===== config.mk =====
export PLATFORM = sky130hd
export DESIGN_NAME = vt4_lane
export DESIGN_NICKNAME = d
export VERILOG_FILES = /design/src/sv/vt4_pkg.sv /design/src/sv/vt4_lane.sv
export SDC_FILE = /design/constraint.sdc
export NUM_CORES = 2
export LEC_CHECK = 0
export BUFFER_PORTS_ARGS = -buffer_cell sky130_fd_sc_hd__buf_2
export CAP_MARGIN = 30
export CORE_ASPECT_RATIO = 1.5
export CORE_UTILIZATION = 42
export DETAILED_ROUTE_END_ITERATION = 12
export PLACE_DENSITY = 0.58
export SETUP_SLACK_MARGIN = 0.2
export SYNTH_ARGS = -nofsm -noshare
export SYNTH_HDL_FRONTEND = slang
export SYNTH_SLANG_ARGS = --single-unit

===== constraint.sdc =====
create_clock -name clk -period 18.5 [get_ports clk]
set_input_delay 1.85 -clock clk [delete_from_list [all_inputs] [get_ports clk]]
set_output_delay 1.85 -clock clk [all_outputs]
set_load 0.005 [all_outputs]

===== src/sv/vt4_pkg.sv =====
// ----------------------------------------------------------------------------
// vt4_pkg
// Shared constants and types for the 4x4 vertex transform.
// ----------------------------------------------------------------------------
package vt4_pkg;

    localparam int NUM_LANES       = 4;
    localparam int SLOT_BITS       = 16;
    localparam int FRAC_SHIFT      = 12;
    localparam int CFG_INDEX_WIDTH = 8;
    localparam int CFG_DATA_WIDTH  = 64;

    localparam logic [CFG_INDEX_WIDTH-1:0] REG_ROW_0 = 8'd0;
    localparam logic [CFG_INDEX_WIDTH-1:0] REG_ROW_1 = 8'd1;
    localparam logic [CFG_INDEX_WIDTH-1:0] REG_ROW_2 = 8'd2;
    localparam logic [CFG_INDEX_WIDTH-1:0] REG_ROW_3 = 8'd3;

    localparam logic [CFG_DATA_WIDTH-1:0] ROW_0_RESET = 64'h0000_0000_0000_1000;
    localparam logic [CFG_DATA_WIDTH-1:0] ROW_1_RESET = 64'h0000_0000_1000_0000;
    localparam logic [CFG_DATA_WIDTH-1:0] ROW_2_RESET = 64'h0000_1000_0000_0000;
    localparam logic [CFG_DATA_WIDTH-1:0] ROW_3_RESET = 64'h1000_0000_0000_0000;

    typedef struct packed {
        logic en_mul;
        logic en_sum;
    } vt4_lane_ctrl_t;

endpackage


===== src/sv/vt4_lane.sv =====
// ----------------------------------------------------------------------------
// vt4_lane
// One matrix row: four registered products, then a registered rounded sum.
// ----------------------------------------------------------------------------
module vt4_lane #(
    parameter int DATA_WIDTH = 24,
    parameter int COEF_WIDTH = 16,
    parameter int SUM_WIDTH  = DATA_WIDTH + COEF_WIDTH + 2
) (
    input  logic                                          clk,
    input  vt4_pkg::vt4_lane_ctrl_t                       ctrl,
    input  logic [vt4_pkg::CFG_DATA_WIDTH-1:0]            row,
    input  logic [vt4_pkg::NUM_LANES*DATA_WIDTH-1:0]      vec,
    output logic signed [SUM_WIDTH-1:0]                   sum
);

    localparam int PROD_WIDTH = DATA_WIDTH + COEF_WIDTH;
    localparam logic signed [SUM_WIDTH-1:0] ROUND_ADD =
        SUM_WIDTH'(1) << (vt4_pkg::FRAC_SHIFT - 1);

    logic signed [COEF_WIDTH-1:0] coef [vt4_pkg::NUM_LANES];
    logic signed [DATA_WIDTH-1:0] elem [vt4_pkg::NUM_LANES];
    logic signed [PROD_WIDTH-1:0] prod_reg [vt4_pkg::NUM_LANES];
    logic signed [SUM_WIDTH-1:0]  sum_reg;
    logic signed [SUM_WIDTH-1:0]  sum_next;

    always_comb
    begin
        for (int j = 0; j < vt4_pkg::NUM_LANES; j++)
        begin
            coef[j] = signed'(row[vt4_pkg::SLOT_BITS*j +: COEF_WIDTH]);
            elem[j] = signed'(vec[DATA_WIDTH*j +: DATA_WIDTH]);
        end
    end

    always_ff @(posedge clk)
    begin
        if (ctrl.en_mul)
        begin
            for (int j = 0; j < vt4_pkg::NUM_LANES; j++)
            begin
                prod_reg[j] <= coef[j] * elem[j];
            end
        end
    end

    always_comb
    begin
        sum_next = ROUND_ADD;
        for (int j = 0; j < vt4_pkg::NUM_LANES; j++)
        begin
            sum_next = sum_next + SUM_WIDTH'(prod_reg[j]);
        end
    end

    always_ff @(posedge clk)
    begin
        if (ctrl.en_sum)
        begin
            sum_reg <= sum_next;
        end
    end

    assign sum = sum_reg;

endmodule


==> run summary <==
===========================================================================
Die ar.                                                          156000 µm²
Initial detailed-routing violation count                               2357
Maximum operating frequency                                         121 MHz
CTS tree                                                                yes
Initial DRT Pass Iterations                                               6
Slew at the pin with the worst max-slew slack                      0.967 ns
Total track usage                                                     0.230
Mapped Nets                                                            9008
Share of post-route cells with drive strength above 1                0.0396
Effective utilization at floorplan                                    0.423
Residual DRC count                                                        0
Placer Congestion                                                     0.894
Top-area cell type share of the netlist area                          0.486
Status                                                         complete, no violations
Global-route wire length before repair                            277000 µm
Post-detailed-placement half-perimeter wirelength                 143000 µm
Most frequently used flop master after synthesis                   edfxtp_1
Number of maximum-capacitance constraint violations                       0
Io pins                                                                 205
Max Transition Viols Final                                                0
Synth Instances                                                        6796
Relative slew margins                                                 0.355
Final worst-path cycle share                                          0.448
EDFF count, synth                                                       202
Area delta synth->final                                               5.55%
Maximum number of pins on one net before global-route repair             88
Type of the worst setup path                                         in2reg
Leading area contributor after synthesis                               fa_1
Sum of routed wire length over all layers                         172000 µm
Worst-path clk slew                                                 0.06 ns
Placeable core region                                            153000 µm²
Chip width                                                           323 µm
Average wire per cell in the routed design                          19.4 µm
Number of warning messages in the yosys log                               0
Synthesized area per cell                                          9.56 µm²
Final critical path time including I/O delays and setup             8.28 ns
Setup Viol. Count Final                                                   0
Number of standard-cell rows in the floorplan                           176
Max reg flops                                                           160
Synth cell types                                                         71
Total number of H-tree levels                                             1
Data required, critical path                                       18.81 ns
Final count of hold timing violations                                     0
Clock Tree Buf Depth                                                      3
Vias per cell                                                          5.10
Endpoint class of the critical path                               flip-flop
Clk sink count                                                          202
CP max FO                                                                17
Number of clock buffers inserted by TritonCTS                            27
Vertical die dimension                                               484 µm
Residual overflow from global routing                                     0
Number of nets with antenna violations after routing                      0
Final setup skew                                                  0.0215 ns
Final net count                                                        9013
Placed cell areas                                                 67700 µm²
Endpoint arrival time on the critical path                          8.59 ns
Cell at the root of the clock tree                                clkbuf_16
Most area-consuming cells after synthesis                      fa_1 (49%), inv_1 (10%), edfxtp_1 (9.3%)
Buffer count from post-CTS setup fixing                                   0
Post-synthesis register bit count                                       202
Clk_lat worst skew                                                  0.58 ns
Port-buffer cells                                                       204
CTS resizes                                                               0
Crit path launch type                                          primary input
Non-Filler Cell Area, Final                                       68600 µm²
Via count of the first global-routing pass                            50.4k
Hold buffers post-CTS                                                     0
Detailed-route via count                                              45.3k
Initial antenna violation count                                          12
FILL cells                                                            15.0k
Unrepaired setup endpoints after global routing                       false
Classification of the worst-slack hold path                         reg2reg
Setup_tns                                                              0 ns
Netlist area before placement                                     65000 µm²
FFs w/ async S/R, synth                                                   0
Register area share after synthesis                                  0.0934
===========================================================================
[Yosys cell counts (all sizes together), types with 5 or more instances]
cell type,count
a2111oi,7
a31oi,10
o31ai,8
edfxtp,202
nand2b,44
xor2,58
fa,1577
nor2,166
o21bai,26
or2,6
nand3,31
o21a,22
ha,472
nor2b,12
and3,14
a21oi,140
nand4,12
o21ai,89
or3,13
inv,1755
and2,613
a211o,7
clkbuf,227
a21o,93
a211oi,16
a221o,6
xnor2,144
o311ai,7
a21boi,5
o211ai,10
nand2,909
nor3,32
[critical path, cell delays in order]
cell and delay, ns:
buf_2 0.24, clkinv_1 0.71, nor2_1 0.34, fa_1 0.47, fa_1 0.57, fa_1 0.45
fa_1 0.45, fa_1 0.51, fa_1 0.41, ha_1 0.36, a21oi_1 0.25, o21bai_1 0.08
a2111oi_0 0.36, or3_1 0.18, o21ai_0 0.10, o221ai_1 0.43, a21oi_1 0.19, a311o_1 0.35
a21oi_1 0.17, xnor2_1 0.08
[stage by stage]
stage,cells,hold WS [ns],utilization,worst slack [ns]
4_1_cts,8866,0.574,0.447,10.24
2_1_floorplan,6796,0.526,-,10.48
3_5_place_dp,8819,0.551,0.441,9.65
5_1_grt,8866,0.588,0.447,9.83
3_3_place_gp,8819,0.569,0.441,9.72
6_report,8871,0.568,0.447,10.22
[final timing paths]
check,cells past startpoint,from,slack (ns),to
min reg2reg,1,prod_reg[1][0],0.57,sum[0]
max,20,row[15],10.22,prod_reg[0][39]
max reg2reg,14,prod_reg[2][2],13.34,sum[26]
min,1,prod_reg[1][0],0.57,sum[0]
[final cells by class]
cell class / instances / area (µm²) / area share
well taps: 2047 / 2560 / 0.0374
clock buffers: 29 / 683 / 0.00996
clock inverters: 18 / 169 / 0.00246
diodes: 5 / 12.5 / 0.000182
flip-flops and latches: 202 / 6070 / 0.0885
inverters: 1756 / 6590 / 0.0961
repair buffers: 206 / 1040 / 0.0152
multi-input cells: 4608 / 51400 / 0.750
[cell families (layout without fill, tap and decap cells)]
family          Yosys count  in the layout  share of synthesized area
compound gates          487            487                     0.0498
xor+xnor                202            202                     0.0272
fa+ha+maj              2049           2049                      0.577
buf+inv                1986           2009                      0.115
flops                   202            202                     0.0934
mux                       1              1                   0.000154
other cells               0              5                          0
simple gates           1869           1869                      0.138
[per-layer routing]
layer	share of wire	track usage	vias up
met1	0.38	0.273	23900
li1	-	-	20000
met3	0.038	0.0216	311
met5	0.00043	0	-
met4	0.036	0.0705	12
met2	0.55	0.431	1036
[cells in the final DEF, fill, tap and decap left out, drive strengths merged, types with 5 or more instances in the layout]
cell type,Yosys,final
o311ai,7,7
xor2,58,58
o21ai,89,89
or2,6,6
ha,472,472
xnor2,144,144
nand3,31,31
diode,0,5
clkinv,1,12
a2111oi,7,7
nor3,32,32
a21o,93,93
a211o,7,7
nand2b,44,44
o31ai,8,8
o21a,22,22
or3,13,13
fa,1577,1577
edfxtp,202,202
o21bai,26,26
nand4,12,12
nand2,909,909
a221o,6,6
inv,1755,1760
a211oi,16,16
o211ai,10,10
clkbuf,227,29
nor2,166,166
and2,613,613
nor2b,12,12
buf,3,206
and3,14,14
a21oi,140,140
a31oi,10,10
a21boi,5,5
Power is not shown: default switching activity piles up to over one toggle a cycle in this logic, so the estimate is an artifact.
