File: src/sv/vt4_pkg.sv
// ----------------------------------------------------------------------------
// vt4_pkg
// Shared constants and types for the 4x4 vertex transform.
// ----------------------------------------------------------------------------
package vt4_pkg;

    localparam int NUM_LANES       = 4;
    localparam int SLOT_BITS       = 16;
    localparam int FRAC_SHIFT      = 12;
    localparam int CFG_INDEX_WIDTH = 8;
    localparam int CFG_DATA_WIDTH  = 64;

    localparam logic [CFG_INDEX_WIDTH-1:0] REG_ROW_0 = 8'd0;
    localparam logic [CFG_INDEX_WIDTH-1:0] REG_ROW_1 = 8'd1;
    localparam logic [CFG_INDEX_WIDTH-1:0] REG_ROW_2 = 8'd2;
    localparam logic [CFG_INDEX_WIDTH-1:0] REG_ROW_3 = 8'd3;

    localparam logic [CFG_DATA_WIDTH-1:0] ROW_0_RESET = 64'h0000_0000_0000_1000;
    localparam logic [CFG_DATA_WIDTH-1:0] ROW_1_RESET = 64'h0000_0000_1000_0000;
    localparam logic [CFG_DATA_WIDTH-1:0] ROW_2_RESET = 64'h0000_1000_0000_0000;
    localparam logic [CFG_DATA_WIDTH-1:0] ROW_3_RESET = 64'h1000_0000_0000_0000;

    typedef struct packed {
        logic en_mul;
        logic en_sum;
    } vt4_lane_ctrl_t;

endpackage

File: src/sv/vt4_merge.sv
// ----------------------------------------------------------------------------
// vt4_merge
// Shift, saturate each lane sum and combine the clamp flags into one result.
// ----------------------------------------------------------------------------
module vt4_merge #(
    parameter int DATA_WIDTH = 24,
    parameter int SUM_WIDTH  = 42
) (
    input  logic                                      clk,
    input  logic                                      en,
    input  logic [vt4_pkg::NUM_LANES*SUM_WIDTH-1:0]   sums,
    output logic [vt4_pkg::NUM_LANES*DATA_WIDTH-1:0]  data,
    output logic                                      clamped
);

    localparam int RES_WIDTH = SUM_WIDTH - vt4_pkg::FRAC_SHIFT;

    logic [DATA_WIDTH-1:0]          sat  [vt4_pkg::NUM_LANES];
    logic [vt4_pkg::NUM_LANES-1:0]  clip;
    logic [vt4_pkg::NUM_LANES*DATA_WIDTH-1:0] data_reg;
    logic [vt4_pkg::NUM_LANES*DATA_WIDTH-1:0] data_next;
    logic                           clamped_reg;

    for (genvar i = 0; i < vt4_pkg::NUM_LANES; i++)
    begin : g_sat
        logic [RES_WIDTH-1:0] res;
        assign res = sums[SUM_WIDTH*i + vt4_pkg::FRAC_SHIFT +: RES_WIDTH];
        if (RES_WIDTH > DATA_WIDTH)
        begin : g_wide
            logic [RES_WIDTH-DATA_WIDTH:0] top;
            logic                          lane_clip;
            logic [DATA_WIDTH-1:0]         lane_sat;
            assign top       = res[RES_WIDTH-1:DATA_WIDTH-1];
            assign lane_clip = (top != '0) && (top != '1);
            always_comb
            begin
                if (!lane_clip)
                begin
                    lane_sat = res[DATA_WIDTH-1:0];
                end
                else if (res[RES_WIDTH-1])
                begin
                    lane_sat = {1'b1, {(DATA_WIDTH-1){1'b0}}};
                end
                else
                begin
                    lane_sat = {1'b0, {(DATA_WIDTH-1){1'b1}}};
                end
            end
            assign clip[i] = lane_clip;
            assign sat[i]  = lane_sat;
        end
        else
        begin : g_narrow
            assign clip[i] = 1'b0;
            assign sat[i]  = DATA_WIDTH'(signed'(res));
        end
        assign data_next[DATA_WIDTH*i +: DATA_WIDTH] = sat[i];
    end

    always_ff @(posedge clk)
    begin
        if (en)
        begin
            data_reg    <= data_next;
            clamped_reg <= |clip;
        end
    end

    assign data    = data_reg;
    assign clamped = clamped_reg;

endmodule

File: config.mk
export PLATFORM = sky130hd
export DESIGN_NAME = vt4_merge
export DESIGN_NICKNAME = d
export VERILOG_FILES = /design/src/sv/vt4_pkg.sv /design/src/sv/vt4_merge.sv
export SDC_FILE = /design/constraint.sdc
export NUM_CORES = 1
export LEC_CHECK = 0
export BUFFER_PORTS_ARGS = -buffer_cell sky130_fd_sc_hd__buf_4
export CORE_MARGIN = 4
export CORE_UTILIZATION = 36
export DETAILED_ROUTE_END_ITERATION = 10
export GPL_ROUTABILITY_DRIVEN = 0
export GPL_TIMING_DRIVEN = 0
export PLACE_DENSITY = 0.71
export SLEW_MARGIN = 10
export SYNTH_ARGS = -nofsm -noshare
export SYNTH_HDL_FRONTEND = slang
export SYNTH_SLANG_ARGS = --single-unit
File: constraint.sdc
create_clock -name clk -period 1.52 [get_ports clk]
set_clock_uncertainty 0.2 [all_clocks]
set_input_delay 0.152 -clock clk [delete_from_list [all_inputs] [get_ports clk]]
set_output_delay 0.152 -clock clk [all_outputs]
set_load 0.05 [all_outputs]
==> results of run 1 <==
## power breakdown
group          internal, mW  switching (mW)
logic                 0.726            1.10
registers              3.19          0.0637
clock network         0.752           0.835
total                  4.67            2.00
## how the worst min path moves through the flow
stage,start,to,slack (ns),cells after the start
floorplan,en,clamped,0.06,0
global placement,sums[143],data[77],0.22,2
detailed placement,sums[32],data[20],0.22,2
CTS,sums[125],data[64],0.05,3
global route,sums[41],data[0],0.06,3
finish,sums[125],data[68],0.08,3
## cell type report
cell class	count	area, sq um	share of cell area [%]
Buffer	20	158	2.28
Clock buffer	10	128	1.85
Clock inverter	6	58.8	0.852
Multi-Input combinational cell	121	877	12.7
Sequential cell	97	2910	42.2
Tap cell	136	170	2.47
Timing Repair Buffer	314	2600	37.6
## cells in the mapped netlist
master	instances	area [sq um]
a21o_1	92	691
buf_2	6	30.0
buf_6	10	113
clkbuf_1	4	15.0
edfxtp_1	97	2910
nand2_1	4	15.0
nand3_1	4	20.0
nand4_1	5	31.3
nor2b_2	3	26.3
nor2b_4	1	13.8
nor3_1	4	20.0
nor4_1	4	25.0
o21ai_2	4	35.0
## logic make-up after synthesis
logic type / count (synthesis) / share of synthesized area [%]
AND/OR/NAND/NOR: 25 / 3.84
buffers and inverters: 20 / 3.99
AO/OA/AOI/OAI: 96 / 18.4
flip-flops: 97 / 73.8
## per-layer routing
metal | part of all wire (%) | wire, um | up-vias | GRT usage (%)
met4 | 4.1 | 482 | 0 | 9.70
met5 | 0 | 0 | - | 0
met1 | 35 | 4130 | 1529 | 18.5
li1 | - | - | 1570 | -
met2 | 52 | 6160 | 174 | 32.5
met3 | 8.4 | 983 | 37 | 5.19
==> impl_metrics.tcl, run 1 <==
set metrics [dict create \
    crit_family "buffers and inverters" \
    worst-path-max-fanout 97 \
    syn_nets 408 \
    critPathLaunch "en" \
    crit_path_end "data[19]" \
    synth_area_sq_mm 0.00395 \
    worstPathArrival_ns 1.08 \
    clkTransAtPathRegs_ns 0.08 \
    crit_type "input pin to flip-flop" \
    layout.cells.most_common_list "buf_4, edfxtp_1, dlygate4sd3_1" \
    via_count 3310 \
    dr.pass1.iters 4 \
    cp_cell_sequence "buf_4" \
    yosysWarnings 0 \
    worstPathRequired_ns 1.28 \
    setup_tns_ns 0 \
    dp_hpwl_mm 7.67 \
    max_stage_delay_ns 0.87 \
    first_iter_violations 129 \
    cts_tree "built" \
    hold_viol_final 0 \
    drv_cap 0 \
    critical_path_buf_inv_count 1 \
    holdBufCountCts 96 \
    syn_to_final_growth_pct 74.8 \
    h-tree-depth 3 \
    fin_total_pwr_mw 6.66 \
    remaining_drc_errors 0 \
    viasPerCell 4.70 \
    final_cells 704 \
    syn_inst 238 \
    postRouteAntennaNets 0 \
    fp.dieW_um 113 \
    synth.distinct_cells 13 \
    fill_cells 748 \
    worst_hold_slack_ns 0.0822 \
    cp_slowest_cell "buf_4" \
    cp.depth 1 \
    die_area_sq_mm 0.0127 \
    dpl.cell_count 592 \
    cts_setup_buffers 0 \
    power-per-cell-area_mw_per_mm2 966 \
    cp-end-kind "flip-flop" \
    tightest_slew_ns 1.19 \
    final_util_pct 65.7 \
    grt_pass1_wl_mm 17.9 \
    row_count 37 \
    totalWireLength_mm 11.8 \
    coreArea_sq_mm 0.0105 \
    max_freq_mhz 758 \
    slew_headroom_pct 20.4 \
    outcome "finished, final reports clean" \
    groute.usage.overall_pct 17.9 \
    grt_remaining_overflow 0 \
    nets 733 \
    num_io_pins 267 \
    clk_path_buf_depth 2 \
    start_util_pct 37.6 \
    drive_gt1_share_pct 44.7 \
    final_cell_area_sq_mm 0.00690 \
    dp_slack_ns -0.174 \
    drv_slew 0 \
    grt_antenna_before_repair 0 \
    rsz0062_at_grt "false" \
    fin_ws_ns 0.200 \
    wire_per_inst_um 16.7 \
    finalSetupViolCount 0 \
    postPlaceCellArea_sq_mm 0.00575 \
    antennaDiodeCount 0 \
    postSynthAreaPerCell_sq_um 16.6 \
    cts_root_buf "clkbuf_8" \
    final_common_cell "buf_4" \
    seq_area_frac_synth_pct 73.8 \
    grt_max_degree 98 \
    portBuffers 218 \
    cts_resized 0 \
    final.min_clock_period_ns 1.32 \
    die_y_um 113 \
    grt_pass1_vias 3607 \
    largest_reg_flops 96 \
    cellLeakagePower_nw 3.30 \
    worst_setup_path_start_kind "input pin" \
    cts_buffers 9 \
    cts_num_sinks 97 \
    holdCritPathClass "input pin to flip-flop" \
    ys_ff_latch 97 \
    finalCritPeriodShare_pct 86.8 \
    ir_drop_uv 571 \
]
(Power assumes the default switching activity.)
==> run 2: changes to the inputs <==
CORE_UTILIZATION = 40   (was 36)
PLACE_DENSITY = not set   (was 0.71)
PLACE_DENSITY_LB_ADDON = 0.2   (was not set)
==> run 2 against run 1 <==
  * Via count decreased by 0.57%
  * Design area rose by 0.25%
  * Fmax decreased by 1.4%
  * Worst hold slack got worse by 0.0041 ns
  * Clock power about the same
  * Critical path depth grew 5
  * Clock-buffer cell count unchanged
  * Global-route usage increased by 2.1 points
  * Flip-flop and latch count unchanged
  * Power rose by 0.38%
  * First-iteration DRC count decreased by 18%
  * Routed wire length fell by 0.75%
  * Critical path type unchanged
==> impl_metrics.tcl, run 2 (synthesis gave the netlist of run 1 again) <==
set metrics [dict create \
    outcome "finished, final reports clean" \
    internal_power_mw 4.67 \
    setup_tns_ns 0 \
    cp-end-kind "flip-flop" \
    max_freq_mhz 747 \
    rsz0062_at_grt "false" \
    totalWireLength_mm 11.7 \
    row_count 35 \
    grt_pass1_wl_mm 17.9 \
    grt_remaining_overflow 0 \
    dr.pass1.iters 4 \
    dp_hpwl_mm 7.39 \
    antennaDiodeCount 0 \
    num_io_pins 267 \
    cts_buffers 9 \
    final_common_cell "buf_4" \
    worstPathRequired_ns 1.40 \
    final.min_clock_period_ns 1.34 \
    fin_total_pwr_mw 6.69 \
    die_area_sq_mm 0.0115 \
    cts_root_buf "clkbuf_8" \
    dp_slack_ns -0.185 \
    final_util_pct 73.5 \
    worstPathArrival_ns 1.22 \
    wire_per_inst_um 16.7 \
    syn_to_final_growth_pct 75.3 \
    first_iter_violations 106 \
    via_count 3291 \
    combPwrFrac_pct 27.4 \
    finalSetupViolCount 0 \
    largest_reg_flops 96 \
    drv_slew 0 \
    holdBufCountCts 96 \
    fp.dieW_um 107 \
    grt_pass1_vias 3615 \
    postPlaceCellArea_sq_mm 0.00575 \
    layout.cells.most_common_list "buf_4, edfxtp_1, dlygate4sd3_1" \
    h-tree-depth 3 \
    power-per-cell-area_mw_per_mm2 967 \
    worst_hold_slack_ns 0.0781 \
    remaining_drc_errors 0 \
    cts_tree "built" \
    grt_max_degree 98 \
    nets 734 \
    holdCritPathClass "input pin to flip-flop" \
    worst-path-max-fanout 10 \
    final_cells 697 \
    clk_path_buf_depth 2 \
    groute.usage.overall_pct 20.0 \
    portBuffers 218 \
    final_cell_area_sq_mm 0.00692 \
    hold_viol_final 0 \
    p_sw_share_pct 30.2 \
    clkTransAtPathRegs_ns 0.09 \
    dpl.cell_count 585 \
    postRouteAntennaNets 0 \
    viasPerCell 4.72 \
    coreArea_sq_mm 0.00942 \
    tightest_slew_ns 0.574 \
    cellLeakagePower_nw 3.31 \
    worst_setup_path_start_kind "input pin" \
    cts_resized 0 \
    power.switching_mw 2.02 \
    cts_setup_buffers 0 \
    ir_drop_uv 522 \
    seq_power_share_pct 48.6 \
    drive_gt1_share_pct 45.2 \
    slew_headroom_pct 61.7 \
    drv_cap 0 \
    cts_num_sinks 97 \
    die_y_um 107 \
    grt_antenna_before_repair 0 \
    fill_cells 602 \
    start_util_pct 41.9 \
    finalCritPeriodShare_pct 88.1 \
    crit_type "input pin to flip-flop" \
    clkPwrFrac_pct 24.1 \
    fin_ws_ns 0.182 \
]
## run 2: final timing paths
kind,from,slack [ns],endpoint,cells past startpoint
max,sums[163],0.18,clamped,6
min,sums[167],0.08,data[72],3
## run 2: layout make-up
| cell class | instances | area (sq um) | share of cell area, % |
|---|---|---|---|
| multi-input combinational | 121 | 877 | 12.7 |
| sequential | 97 | 2910 | 42.1 |
| clock inverter | 5 | 57.6 | 0.832 |
| tap | 129 | 161 | 2.33 |
| timing repair buffer | 315 | 2630 | 37.9 |
| buffer | 20 | 158 | 2.28 |
| clock buffer | 10 | 128 | 1.84 |
## run 2: per-layer routing
| metal | vias up | GRT usage (%) | wire (um) |
|---|---|---|---|
| met5 | - | 0 | 0 |
| met4 | 0 | 7.84 | 369 |
| met3 | 30 | 7.14 | 954 |
| met2 | 145 | 35.8 | 6110 |
| met1 | 1538 | 21.5 | 4230 |
| li1 | 1578 | - | - |
## run 2: worst max-delay path, cell delays in order
cell and delay, ns:
buf_4 0.12, nor4_1 0.31, nand2_1 0.13, o21ai_2 0.13
buf_2 0.28, nand4_1 0.10
## run 2: power by group through the flow
stage / Clock [mW] / Combinational, mW / Sequential (mW)
after floorplan: 0 / 0.174 / 4.07
after global placement: 0 / 1.60 / 3.30
after detailed placement: 0 / 1.62 / 3.31
after CTS: 1.66 / 1.82 / 3.25
after global routing: 1.77 / 1.91 / 3.27
final: 1.61 / 1.83 / 3.25
